==> src/design/tpbl_pkg.sv <==
// shared types and constants of the touch press backlight latch
package tpbl_pkg;

	// fixed register widths
	localparam int MS16_W = 16;
	localparam int STEP_W = 8;
	localparam int IDX_W  = 3;
	localparam int DATA_W = 16;
	localparam int TDATA_W = 8;

	localparam int TIMER_BITS_DEF = 16;

	// register indexes
	localparam logic [IDX_W-1:0] REG_DEBOUNCE   = 3'd0;
	localparam logic [IDX_W-1:0] REG_LATCH      = 3'd1;
	localparam logic [IDX_W-1:0] REG_BLINK_DLY  = 3'd2;
	localparam logic [IDX_W-1:0] REG_BLINK_STEP = 3'd3;
	localparam logic [IDX_W-1:0] REG_POLL       = 3'd4;

	// register reset values
	localparam logic [MS16_W-1:0] DEBOUNCE_RST   = 16'd100;
	localparam logic [MS16_W-1:0] LATCH_RST      = 16'd5000;
	localparam logic [MS16_W-1:0] BLINK_DLY_RST  = 16'd100;
	localparam logic [STEP_W-1:0] BLINK_STEP_RST = 8'd6;
	localparam logic [STEP_W-1:0] POLL_RST       = 8'd20;

	typedef enum logic [2:0] {
		PH_REST    = 3'd0,
		PH_IRQ     = 3'd1,
		PH_UNFIRED = 3'd2,
		PH_BLINK   = 3'd3,
		PH_FIRED   = 3'd4
	} phase_t;

	typedef struct packed {
		logic [MS16_W-1:0] short_min;
		logic [MS16_W-1:0] latch_ms;
		logic [MS16_W-1:0] toggle_gap;
		logic [STEP_W-1:0] toggle_total;
		logic [STEP_W-1:0] eval_period;
	} cfg_t;

endpackage

==> src/design/tpbl_core.sv <==
// press state machine with its timers and the light and latch result bits
module tpbl_core #(
	parameter int TIMER_BITS = tpbl_pkg::TIMER_BITS_DEF
) (
	input  logic          clk,
	input  logic          arst_n,
	input  logic          step,
	input  tpbl_pkg::cfg_t cfg,
	input  logic          touch_pressed,
	input  logic          press_edge,
	input  logic          radio_busy,
	output logic          backlight_on,
	output logic          latched
);
	import tpbl_pkg::*;

	localparam int CMP_W = (TIMER_BITS > MS16_W) ? TIMER_BITS : MS16_W;

	phase_t phase_q, phase_d;
	logic [TIMER_BITS-1:0] press_q, press_d, press_inc;
	logic [TIMER_BITS-1:0] blink_q, blink_d, blink_inc;
	logic [STEP_W-1:0]     bcnt_q, bcnt_d, bcnt_inc;
	logic [STEP_W-1:0]     poll_q, poll_d, poll_inc;
	logic                  light_q, light_d;
	logic                  latch_q, latch_d;
	logic [CMP_W-1:0]      press_x, blink_x, debounce_x, latch_x, delay_x;

	// saturating and wrapping increments
	always_comb begin
		press_inc = (press_q == {TIMER_BITS{1'b1}}) ? press_q : press_q + 1'b1;
		blink_inc = (blink_q == {TIMER_BITS{1'b1}}) ? blink_q : blink_q + 1'b1;
		poll_inc  = poll_q + 1'b1;
		bcnt_inc  = bcnt_q + 1'b1;
		press_x    = CMP_W'(press_inc);
		blink_x    = CMP_W'(blink_inc);
		debounce_x = CMP_W'(cfg.short_min);
		latch_x    = CMP_W'(cfg.latch_ms);
		delay_x    = CMP_W'(cfg.toggle_gap);
	end

	// next state for one tick
	always_comb begin
		phase_d = phase_q;
		press_d = press_q;
		blink_d = blink_q;
		bcnt_d  = bcnt_q;
		poll_d  = poll_q;
		light_d = light_q;
		latch_d = latch_q;
		if (phase_q == PH_REST) begin
			if (press_edge) begin
				phase_d = PH_IRQ;
				press_d = '0;
				poll_d  = '0;
			end
		end else begin
			press_d = press_inc;
			blink_d = blink_inc;
			poll_d  = poll_inc;
			// one evaluation per poll interval
			if (poll_inc >= cfg.eval_period) begin
				poll_d = '0;
				case (phase_q)
					PH_IRQ: begin
						if (radio_busy) begin
							phase_d = PH_REST;
						end else begin
							light_d = 1'b1;
							latch_d = 1'b0;
							phase_d = PH_UNFIRED;
						end
					end
					PH_UNFIRED: begin
						if (!touch_pressed) begin
							phase_d = PH_REST;
							if (press_x > debounce_x && press_x < latch_x) begin
								light_d = 1'b0;
								latch_d = 1'b0;
							end
						end else if (press_x >= latch_x) begin
							phase_d = PH_BLINK;
							blink_d = '0;
							bcnt_d  = '0;
							light_d = 1'b0;
						end
					end
					PH_BLINK: begin
						if (blink_x >= delay_x) begin
							bcnt_d  = bcnt_inc;
							blink_d = '0;
							light_d = bcnt_inc[0];
							if (bcnt_inc == cfg.toggle_total) begin
								latch_d = 1'b1;
								phase_d = PH_FIRED;
							end
						end
					end
					PH_FIRED: begin
						if (!touch_pressed) begin
							phase_d = PH_REST;
						end
					end
					default: begin
						phase_d = PH_REST;
					end
				endcase
			end
		end
	end

	// state registers, advanced once per accepted tick
	always_ff @(posedge clk or negedge arst_n) begin
		if (!arst_n) begin
			phase_q <= PH_REST;
			press_q <= '0;
			blink_q <= '0;
			bcnt_q  <= '0;
			poll_q  <= '0;
			light_q <= 1'b0;
			latch_q <= 1'b0;
		end else if (step) begin
			phase_q <= phase_d;
			press_q <= press_d;
			blink_q <= blink_d;
			bcnt_q  <= bcnt_d;
			poll_q  <= poll_d;
			light_q <= light_d;
			latch_q <= latch_d;
		end
	end

	assign backlight_on = light_q;
	assign latched      = latch_q;

endmodule

==> src/design/touch_press_backlight_latch.sv <==
// top level of the touch press backlight latch controller
//
// channel  | direction | tdata bits (lowest first)
// s_*      | in        | touch_pressed, press_edge, radio_busy, zero fill
// m_*      | out       | backlight_on, latched, zero fill
// cfg_*    | in        | write only, index 0..4, 16-bit data
//
// one tick per cycle while s_tready is high: the state and result bits update at the edge that accepts a tick
// the light and latch flops are the result register, m_tvalid marks it pending
// a tick is taken while the result is empty or being taken in the same cycle
// reset clears the state machine, timers, result and loads register defaults
module touch_press_backlight_latch #(
	parameter int TIMER_BITS = tpbl_pkg::TIMER_BITS_DEF
) (
	input  logic                          clk,
	input  logic                          arst_n,
	input  logic                          s_tvalid,
	output logic                          s_tready,
	input  logic [tpbl_pkg::TDATA_W-1:0] s_tdata,  // touch_pressed, press_edge, radio_busy
	output logic                          m_tvalid,
	input  logic                          m_tready,
	output logic [tpbl_pkg::TDATA_W-1:0] m_tdata,  // backlight_on, latched
	input  logic                          cfg_wen,
	input  logic [tpbl_pkg::IDX_W-1:0]   cfg_index,
	input  logic [tpbl_pkg::DATA_W-1:0]  cfg_wdata
);
	import tpbl_pkg::*;

	cfg_t cfg_q;
	logic m_valid_q;
	logic step;
	logic light_on, latch_on;

	// configuration registers
	always_ff @(posedge clk or negedge arst_n) begin
		if (!arst_n) begin
			cfg_q.short_min    <= DEBOUNCE_RST;
			cfg_q.latch_ms     <= LATCH_RST;
			cfg_q.toggle_gap   <= BLINK_DLY_RST;
			cfg_q.toggle_total <= BLINK_STEP_RST;
			cfg_q.eval_period  <= POLL_RST;
		end else if (cfg_wen) begin
			case (cfg_index)
				REG_DEBOUNCE:   cfg_q.short_min    <= cfg_wdata;
				REG_LATCH:      cfg_q.latch_ms     <= cfg_wdata;
				REG_BLINK_DLY:  cfg_q.toggle_gap   <= cfg_wdata;
				REG_BLINK_STEP: cfg_q.toggle_total <= cfg_wdata[STEP_W-1:0];
				REG_POLL:       cfg_q.eval_period  <= cfg_wdata[STEP_W-1:0];
				default: ;
			endcase
		end
	end

	// input handshake
	assign s_tready = !m_valid_q || m_tready;
	assign step     = s_tvalid && s_tready;

	// result pending flag
	always_ff @(posedge clk or negedge arst_n) begin
		if (!arst_n) begin
			m_valid_q <= 1'b0;
		end else if (step) begin
			m_valid_q <= 1'b1;
		end else if (m_tready) begin
			m_valid_q <= 1'b0;
		end
	end

	tpbl_core #(
		.TIMER_BITS(TIMER_BITS)
	) u_core (
		.clk          (clk),
		.arst_n       (arst_n),
		.step         (step),
		.cfg          (cfg_q),
		.touch_pressed(s_tdata[0]),
		.press_edge   (s_tdata[1]),
		.radio_busy   (s_tdata[2]),
		.backlight_on (light_on),
		.latched      (latch_on)
	);

	// result transfer
	assign m_tvalid = m_valid_q;
	assign m_tdata  = {{(TDATA_W-2){1'b0}}, latch_on, light_on};

endmodule

==> config.mk <==
export PLATFORM = sky130hd
export DESIGN_NAME = touch_press_backlight_latch
export DESIGN_NICKNAME = d
export VERILOG_FILES = /design/src/design/tpbl_pkg.sv /design/src/design/tpbl_core.sv /design/src/design/touch_press_backlight_latch.sv
export SDC_FILE = /design/constraint.sdc
export NUM_CORES = 1
export LEC_CHECK = 0
export BUFFER_PORTS_ARGS = -buffer_cell sky130_fd_sc_hd__buf_2
export CORE_UTILIZATION = 45
export DETAILED_ROUTE_END_ITERATION = 12
export SLEW_MARGIN = 25
export SYNTH_ARGS = -nofsm -noshare
export SYNTH_HDL_FRONTEND = slang
export SYNTH_SLANG_ARGS = --single-unit
==> constraint.sdc <==
create_clock -name clk -period 4.3 [get_ports clk]
set_clock_uncertainty 0.05 [all_clocks]
set_input_delay 0.215 -clock clk [delete_from_list [all_inputs] [get_ports clk]]
set_output_delay 0.215 -clock clk [all_outputs]
set_load 0.02 [all_outputs]
==> summary.md, run 1 <==
| Metric | Value |
|---|---|
| Status | complete, no violations |
| Vias | 5875 |
| Fin area | 8320 um^2 |
| Initial DRC count | 416 |
| Global-route wire length before repair | 29100 um |
| Max layer used | met4 |
| Worst hold path type | input pin to flop |
| Area Overhead vs Synth | 15.4% |
| Post-Route WL | 17400 um |
| Die W | 129 um |
| Post-Syn Area | 7210 um^2 |
| Largest net degree at the start of global routing | 53 |
| Routed met2 length | 7950 um |
| Crit-path max cell delay | 0.46 ns |
| Slew Limit Fails | 0 |
| Final hold slack | 0.0150 ns |
| Die area | 16500 um^2 |
| RSZ-0062 raised after global routing | no |
| WL/cell | 16.5 um |
| Routed Antenna Nets | 0 |
| Total track usage | 22.8% |
| Pre-Repair DR Iteration Count | 5 |
| Setup violators final | 0 |
| Fin nets | 918 |
| Tcrit/Tclk final | 94.3% |
| Max clock buf depth | 2 |
| CTS clk-pin slew, worst paths | 0.06 ns |
| Hold Crit Start | cfg_wdata[13] |
| Synth top area share | 35.8% |
| Post-DP HPWL | 12600 um |
| Reg-to-Reg End | u_core.blink_q[9] |
| Clk sinks | 118 |
| Syn avg cell area | 9.11 um^2 |
| Count of different cell masters after synthesis | 60 |
| Max-Cap Viols | 0 |
| Worst setup EP type | flop |
| Commonest non-fill, non-tap cell in the layout | nand2_1 |
| Final Critical Period | 4.05 ns |
| Worst reg-to-reg path cell count | 15 |
| Post-CTS setup buffer count | 0 |
| Actual slew at the worst max-slew pin | 0.766 ns |
| Max VDD drop | 0.350 mV |
| Cell row count | 45 |
| Hold path cells | 3 |
| # DRC | 0 |
| Min-Delay Endpoint | cfg_q[29] |
| CP Data Required Time | 4.60 ns |
| CORE AREA | 15400 um^2 |
| Post-Synthesis Cells | 791 |
| Tot Pwr | 4.01 mW |
| Vias in the first global route | 5751 |
| Layout cell share with drive strength beyond 1 | 16.3% |
| Final Hold Fails | 0 |
| Root buffer cell | clkbuf_16 |
| Synth area leader | dfrtp_1 |
| Most area-consuming cells after synthesis | dfrtp_1 (36%), ha_1 (10%), o21ai_0 (6.5%) |
| Antenna violations before repair | 0 |
| Commonest cells after routing, fill and taps aside | nand2_1 (103), dfrtp_1 (99), o21ai_0 (93), ha_1 (58), inv_1 (55) |
| Crit path DAT | 4.36 ns |
| Pleak | 3.84 nW |
| Number of enable flip-flop cells after synthesis | 0 |
| Fmax | 0.247 GHz |
| Sequential cell area fraction in the yosys report | 41.2% |
| Crit path kind | flop to flop |
| Reg2Reg Launch Point | u_core.press_q[11] |
| Synth Flop Type | dfrtp_1 |
| Yosys Warn Count | 0 |
| CTS tree | built |
| TNS Setup | 0 ns |
| Port buffer count | 30 |
| FF+latch count, synth | 118 |
| Placement Cell Area | 7600 um^2 |
| Startpoint Class | flop |
| Met3 Wirelength | 650 um |
| Met1 Wirelength | 8530 um |
| Die extent in y | 129 um |
| Crit path cell chain | nand4_2 > or3_4 > o2111ai_2 > nor3_2 > and3_1 > xor2_1 > ha_1 > and4_1 > a221oi_1 > buf_4 > nor2b_1 > a311o_1 > and3_4 > nor2_4 > a22o_1 |
| Reg-to-reg slack, setup | 0.25 ns |
| Clk Latency, worst-skew pair | 0.42 ns |
| Pwr per Cell Area | 482 nW/um^2 |
| RePlAce Congestion | 0.865 |
| CTS Buf Count | 17 |
| Synth async-reset ratio | 100% |
| CTS H-tree depth | 4 |
| Antenna Cells | 0 |
| I/O Pins | 42 |
| Post-layout util | 53.9% |
| Slowest-stage cell, CP | or3_4 |
| Starting Density | 46.7% |
| Vias per std cell | 5.58 |
| Overflow after GRT | 0 |
| CP max FO | 12 |
| Fill cells | 1457 |
| Worst rel slew slack | 49.0% |
## per-stage QoR
step,cells,setup WS (ns)
finish,1052,0.245
CTS,1052,0.0360
global placement,1016,0.133
global route,1052,0.00163
floorplan,796,0.433
detailed placement,1016,0.0660
## registers in the layout, indices dropped and copies added, names as in the netlist
register	flops
u_core.latched	1
m_tvalid	1
u_core.backlight_on	1
u_core.phase_q	3
u_core.press_q	16
u_core.poll_q	8
u_core.bcnt_q	8
u_core.blink_q	16
cfg_q	64
## logic make-up after synthesis
family	after synthesis	share of synthesized area [%]
multiplexers	15	2.33
AND/OR/NAND/NOR	252	17.1
adder cells (fa/ha/maj)	58	10.1
other	1	0.0520
XOR/XNOR	43	5.22
AO/OA/AOI/OAI	210	18.5
flip-flops	118	41.2
buffers and inverters	94	5.52
## per-layer routing
layer	vias up	GRT usage, %
met5	-	0
met4	0	7.34
met3	22	5.03
met2	112	36.2
met1	2872	31.0
li1	2869	-
## final cells by class
type                            count  area (um^2)  area share (%)
Tap cell                          211          264            3.17
Multi-Input combinational cell    584         3930            47.3
Clock inverter                      9          123            1.47
Clock buffer                       23          488            5.87
Timing Repair Buffer               52          328            3.94
Inverter                           55          206            2.48
Sequential cell                   118         2980            35.8
## how the worst max path moves through the flow
stage                             startpoint                end  slack (ns)  cells past startpoint
after detailed placement  u_core.press_q[10]  u_core.blink_q[9]        0.07                     15
after CTS                 u_core.press_q[10]  u_core.blink_q[9]        0.04                     15
after floorplan           u_core.press_q[10]  u_core.blink_q[3]        0.43                     17
final                     u_core.press_q[11]  u_core.blink_q[9]        0.25                     15
after global routing      u_core.press_q[11]  u_core.blink_q[4]       0.002                     15
after global placement    u_core.press_q[10]  u_core.blink_q[3]        0.13                     15
## what timing repair did
action / 4_1_cts / 5_1_grt
gates resized for setup: 0 / 17
hold endpoints to repair: 26 / 0
setup endpoints to repair: 0 / 28
hold buffers: 4 / 0
## where the power goes
part | switching [mW] | internal [mW]
clock network | 0.503 | 0.967
logic | 0.655 | 0.423
registers | 0.141 | 1.32
total | 1.30 | 2.71
## cells in the mapped netlist, types with 4 or more instances
cell type	number
a21o_1	13
a21oi_1	27
a22o_1	18
a32o_1	5
a41oi_1	4
and3_1	11
and4_1	5
buf_4	9
clkbuf_1	25
dfrtp_1	103
dfstp_2	15
ha_1	58
inv_1	55
mux2_2	14
nand2_1	104
nand2b_1	6
nand3_1	23
nand4_1	19
nor2_1	38
nor2b_1	11
nor3_1	12
o211ai_1	4
o21a_1	5
o21ai_0	94
o21ai_1	6
o31ai_1	12
or3_1	6
xnor2_1	23
xor2_1	20
## critical path: cells and delay by family (launching register included)
family | cells | cell delay, ns
simple gates | 8 | 1.63
compound gates | 4 | 1.14
flops | 1 | 0.45
fa+ha+maj | 1 | 0.30
xor+xnor | 1 | 0.23
buf+inv | 1 | 0.19
No activity file was read; power rests on OpenSTA's default activity.
==> inputs of run 2 (changes only) <==
Settings changed: SYNTH_HIERARCHICAL set to 1.
==> run 2 against run 1 <==
Worst hold slack improved by 0.0029 ns. Power increased by 0.70%. Wire length increased by 2.7%. Setup slack got worse by 0.088 ns. Synthesized cell count decreased by 5.6%. Sequential cell count unchanged. Sequential share of layout area decreased by 2.4 points. Sequential power about the same. Cell area increased by 7.0%. Die area increased by 2.1%. Largest cell class unchanged.
==> summary.md, run 2 <==
| Metric | Value |
|---|---|
| Overflow after GRT | 0 |
| Crit path cell chain | ha_2 > nand4_1 > nor4_4 > or4_4 > or2_4 > nor2_4 > xor2_2 > ha_1 > nand4_1 > nor2_1 > nand2_1 > or3_4 > or3_1 > a211o_1 > a31oi_1 > mux2_2 |
| Die area | 16900 um^2 |
| Max-Cap Viols | 0 |
| P_int | 2.78 mW |
| Largest net degree at the start of global routing | 62 |
| Cell mode on critical path | nand4_1 |
| Worst Setup SP | u_core/press_q[1] |
| Synth top area share | 35.0% |
| Sequential power share | 36.5% |
| Die extent in y | 130 um |
| Reg-to-reg slack, setup | 0.16 ns |
| Starting Density | 46.2% |
| Sequential cell area fraction in the yosys report | 40.3% |
| Commonest non-fill, non-tap cell in the layout | dfrtp_1 |
| Actual slew at the worst max-slew pin | 1.02 ns |
| CP Data Required Time | 4.56 ns |
| Yosys Warn Count | 6 |
| Post-Route WL | 17900 um |
| Final Hold Fails | 0 |
| Max VDD drop | 0.297 mV |
| Synth cell count leaders | dfrtp_1 (103), nand2_1 (69), mux2_2 (68) |
| Die W | 130 um |
| Routed Antenna Nets | 0 |
| CTS clk-pin slew, worst paths | 0.06 ns |
| Synth Flop Type | dfrtp_1 |
| Clk sinks | 118 |
| RePlAce Congestion | 0.893 |
| Psw | 1.26 mW |
| CP max FO | 4 |
| WL/cell | 16.8 um |
| Worst rel slew slack | 31.9% |
| Largest family of logic cells by synthesized area | simple AND/OR/NAND/NOR gates |
| CTS H-tree depth | 4 |
| Worst hold path type | input pin to flop |
| I/O Pins | 42 |
| CTS tree | built |
| Tcrit/Tclk final | 96.4% |
| Number of flip-flops in the largest register | 64 |
| Synth async-reset ratio | 100% |
| Logic pwr share | 27.5% |
| Syn avg cell area | 9.86 um^2 |
| Area share of fa/ha/maj cells after synthesis | 9.85% |
| Most area-consuming cells after synthesis | dfrtp_1 (35%), mux2_2 (10%), ha_1 (9.9%) |
| Vias per std cell | 5.48 |
| CTS Buf Count | 17 |
| Global-route wire length before repair | 29400 um |
| Antenna Cells | 0 |
| Critical path's top delay family | simple AND/OR/NAND/NOR gates |
| Final Critical Period | 4.14 ns |
| Largest registers | cfg_q: 64 flops, u_core/blink_q: 16 flops, u_core/press_q: 16 flops |
| Pleak | 4.19 nW |
| Reg2Reg Launch Point | u_core/press_q[1] |
| Port buffer count | 30 |
| Synth area leader | dfrtp_1 |
| CORE AREA | 15900 um^2 |
| Crit path kind | flop to flop |
| Slew Limit Fails | 0 |
| Critical Path Stages | 16 |
| Count of different cell masters after synthesis | 66 |
| # DRC | 0 |
| Post-synthesis compound-gate area fraction | 12.5% |
| Initial DRC count | 287 |
| Reg-to-Reg End | u_core/backlight_on |
| Antenna violations before repair | 0 |
| Worst setup EP type | flop |
| Post-DP HPWL | 12800 um |
| Clk Latency, worst-skew pair | 0.42 ns |
| Post-Synthesis Cells | 747 |
| Commonest cells after routing, fill and taps aside | dfrtp_1 (103), nand2_1 (69), mux2_2 (68), buf_4 (67), inv_1 (63) |
| Fin nets | 927 |
| Number of enable flip-flop cells after synthesis | 0 |
| Most flops, register | cfg_q |
| Layout cell share with drive strength beyond 1 | 29.2% |
| FF+latch count, synth | 118 |
| Total track usage | 22.8% |
| Post-Syn Area | 7370 um^2 |
| Post-Synth XOR/XNOR Area | 4.99% |
| Post-layout util | 55.8% |
| Worst reg-to-reg path cell count | 16 |
| Pre-Repair DR Iteration Count | 4 |
| Status | complete, no violations |
| Root buffer cell | clkbuf_16 |
| Mux cell area share after synthesis | 11.0% |
| Area Overhead vs Synth | 20.8% |
| Synth Area in Simple Gates | 15.4% |
| Most common cell in the netlist | dfrtp_1 |
| CP Buf/Inv Count | 0 |
| Fmax | 0.241 GHz |
| Max clock buf depth | 2 |
| Placement Cell Area | 8040 um^2 |
| Startpoint Class | flop |
| Crit path DAT | 4.40 ns |
| Pwr per Cell Area | 454 nW/um^2 |
| Setup crit end | u_core/backlight_on |
| Setup violators final | 0 |
| Slowest-stage cell, CP | or4_4 |
| Fin area | 8900 um^2 |
| Cell row count | 46 |
| Switching share of power | 31.1% |
| Crit-path max cell delay | 0.52 ns |
| Vias in the first global route | 5865 |
| Vias | 5839 |
| Clock network fraction of total power | 36.1% |
-- run 2: cell types whose count changed after synthesis, moves of 5 or more --
cell      change
a21o_1        -8
nor2b_1       -8
a22o_1        -8
nand4_1       -5
inv_1         +8
nor2_1        +7
nand2_1      -35
clkbuf_1     -10
mux2_2       +54
o21ai_0      -42
nand3_1       +5
o21ai_1       -5
-- run 2: timing repair --
action                     4_1_cts  5_1_grt
hold endpoints to repair        55        0
pin swaps                        1       14
hold buffers                     3        0
buffers inserted                 1       10
resized for setup                9       19
setup endpoints to repair       25       27
-- run 2: worst register-to-register path, cell delays in order (launching register included) --
cell and delay [ns]:
dfrtp_1 0.38, ha_2 0.20, nand4_1 0.13, nor4_4 0.05, or4_4 0.52, or2_4 0.31, nor2_4 0.16, xor2_2 0.09
ha_1 0.31, nand4_1 0.10, nor2_1 0.13, nand2_1 0.11, or3_4 0.34, or3_1 0.32, a211o_1 0.29, a31oi_1 0.20
mux2_2 0.35
-- run 2: power groups by stage --
| stage | Clock, mW | Sequential (mW) | Combinational [mW] |
|---|---|---|---|
| 2_1_floorplan | 0 | 1.45 | 0.744 |
| 3_3_place_gp | 0 | 1.48 | 1.00 |
| 3_5_place_dp | 0 | 1.49 | 1.04 |
| 4_1_cts | 1.48 | 1.47 | 1.07 |
| 5_1_grt | 1.53 | 1.50 | 1.24 |
| 6_report | 1.46 | 1.47 | 1.11 |
-- run 2: worst min-delay path by stage --
stage,start,to,slack (ns),cells past startpoint
2_1_floorplan,arst_n,cfg_q[0],-0.13,0
3_3_place_gp,arst_n,u_core/phase_q[1],0.31,1
3_5_place_dp,arst_n,u_core/latched,0.32,1
4_1_cts,cfg_wdata[12],cfg_q[28],0.0006,2
5_1_grt,cfg_wdata[13],cfg_q[29],0.01,2
6_report,cfg_wdata[13],cfg_q[61],0.02,2
-- run 2: area by class of cell --
cell class,count,area (um^2)
fillers,1388,7040
multi-input cells,538,4140
flip-flops and latches,118,2970
repair buffers,99,678
clock buffers,24,482
well taps,216,270
inverters,63,236
clock inverters,8,123
-- run 2: through the flow --
| step | setup slack (ns) | power (mW) | hold WS, ns | TNS (ns) | std cells |
|---|---|---|---|---|---|
| after global routing | -0.0547 | 4.27 | 0.0112 | -0.0871 | 1066 |
| after global placement | -0.0359 | 2.48 | 0.314 | -0.162 | 1019 |
| final | 0.157 | 4.04 | 0.0179 | 0 | 1066 |
| after detailed placement | -0.167 | 2.53 | 0.324 | -2.34 | 1020 |
| after CTS | 0.0207 | 4.02 | 0.000643 | 0 | 1056 |
| after floorplan | 0.0587 | 2.20 | -0.131 | 0 | 752 |
-- run 2: cell families after synthesis --
group | Yosys count
mux | 72
simple gates | 220
flops | 118
xor+xnor | 42
fa+ha+maj | 58
buf+inv | 96
compound gates | 140
other cells | 1
-- run 2: layer usage --
layer  global-route usage (%)  vias up  share of wire [%]
met5                        0        -                  0
li1                         -     2830                  -
met4                     8.21        0                2.2
met1                     29.4     2877                 47
met3                     4.80       28                2.8
met2                     37.8      104                 48
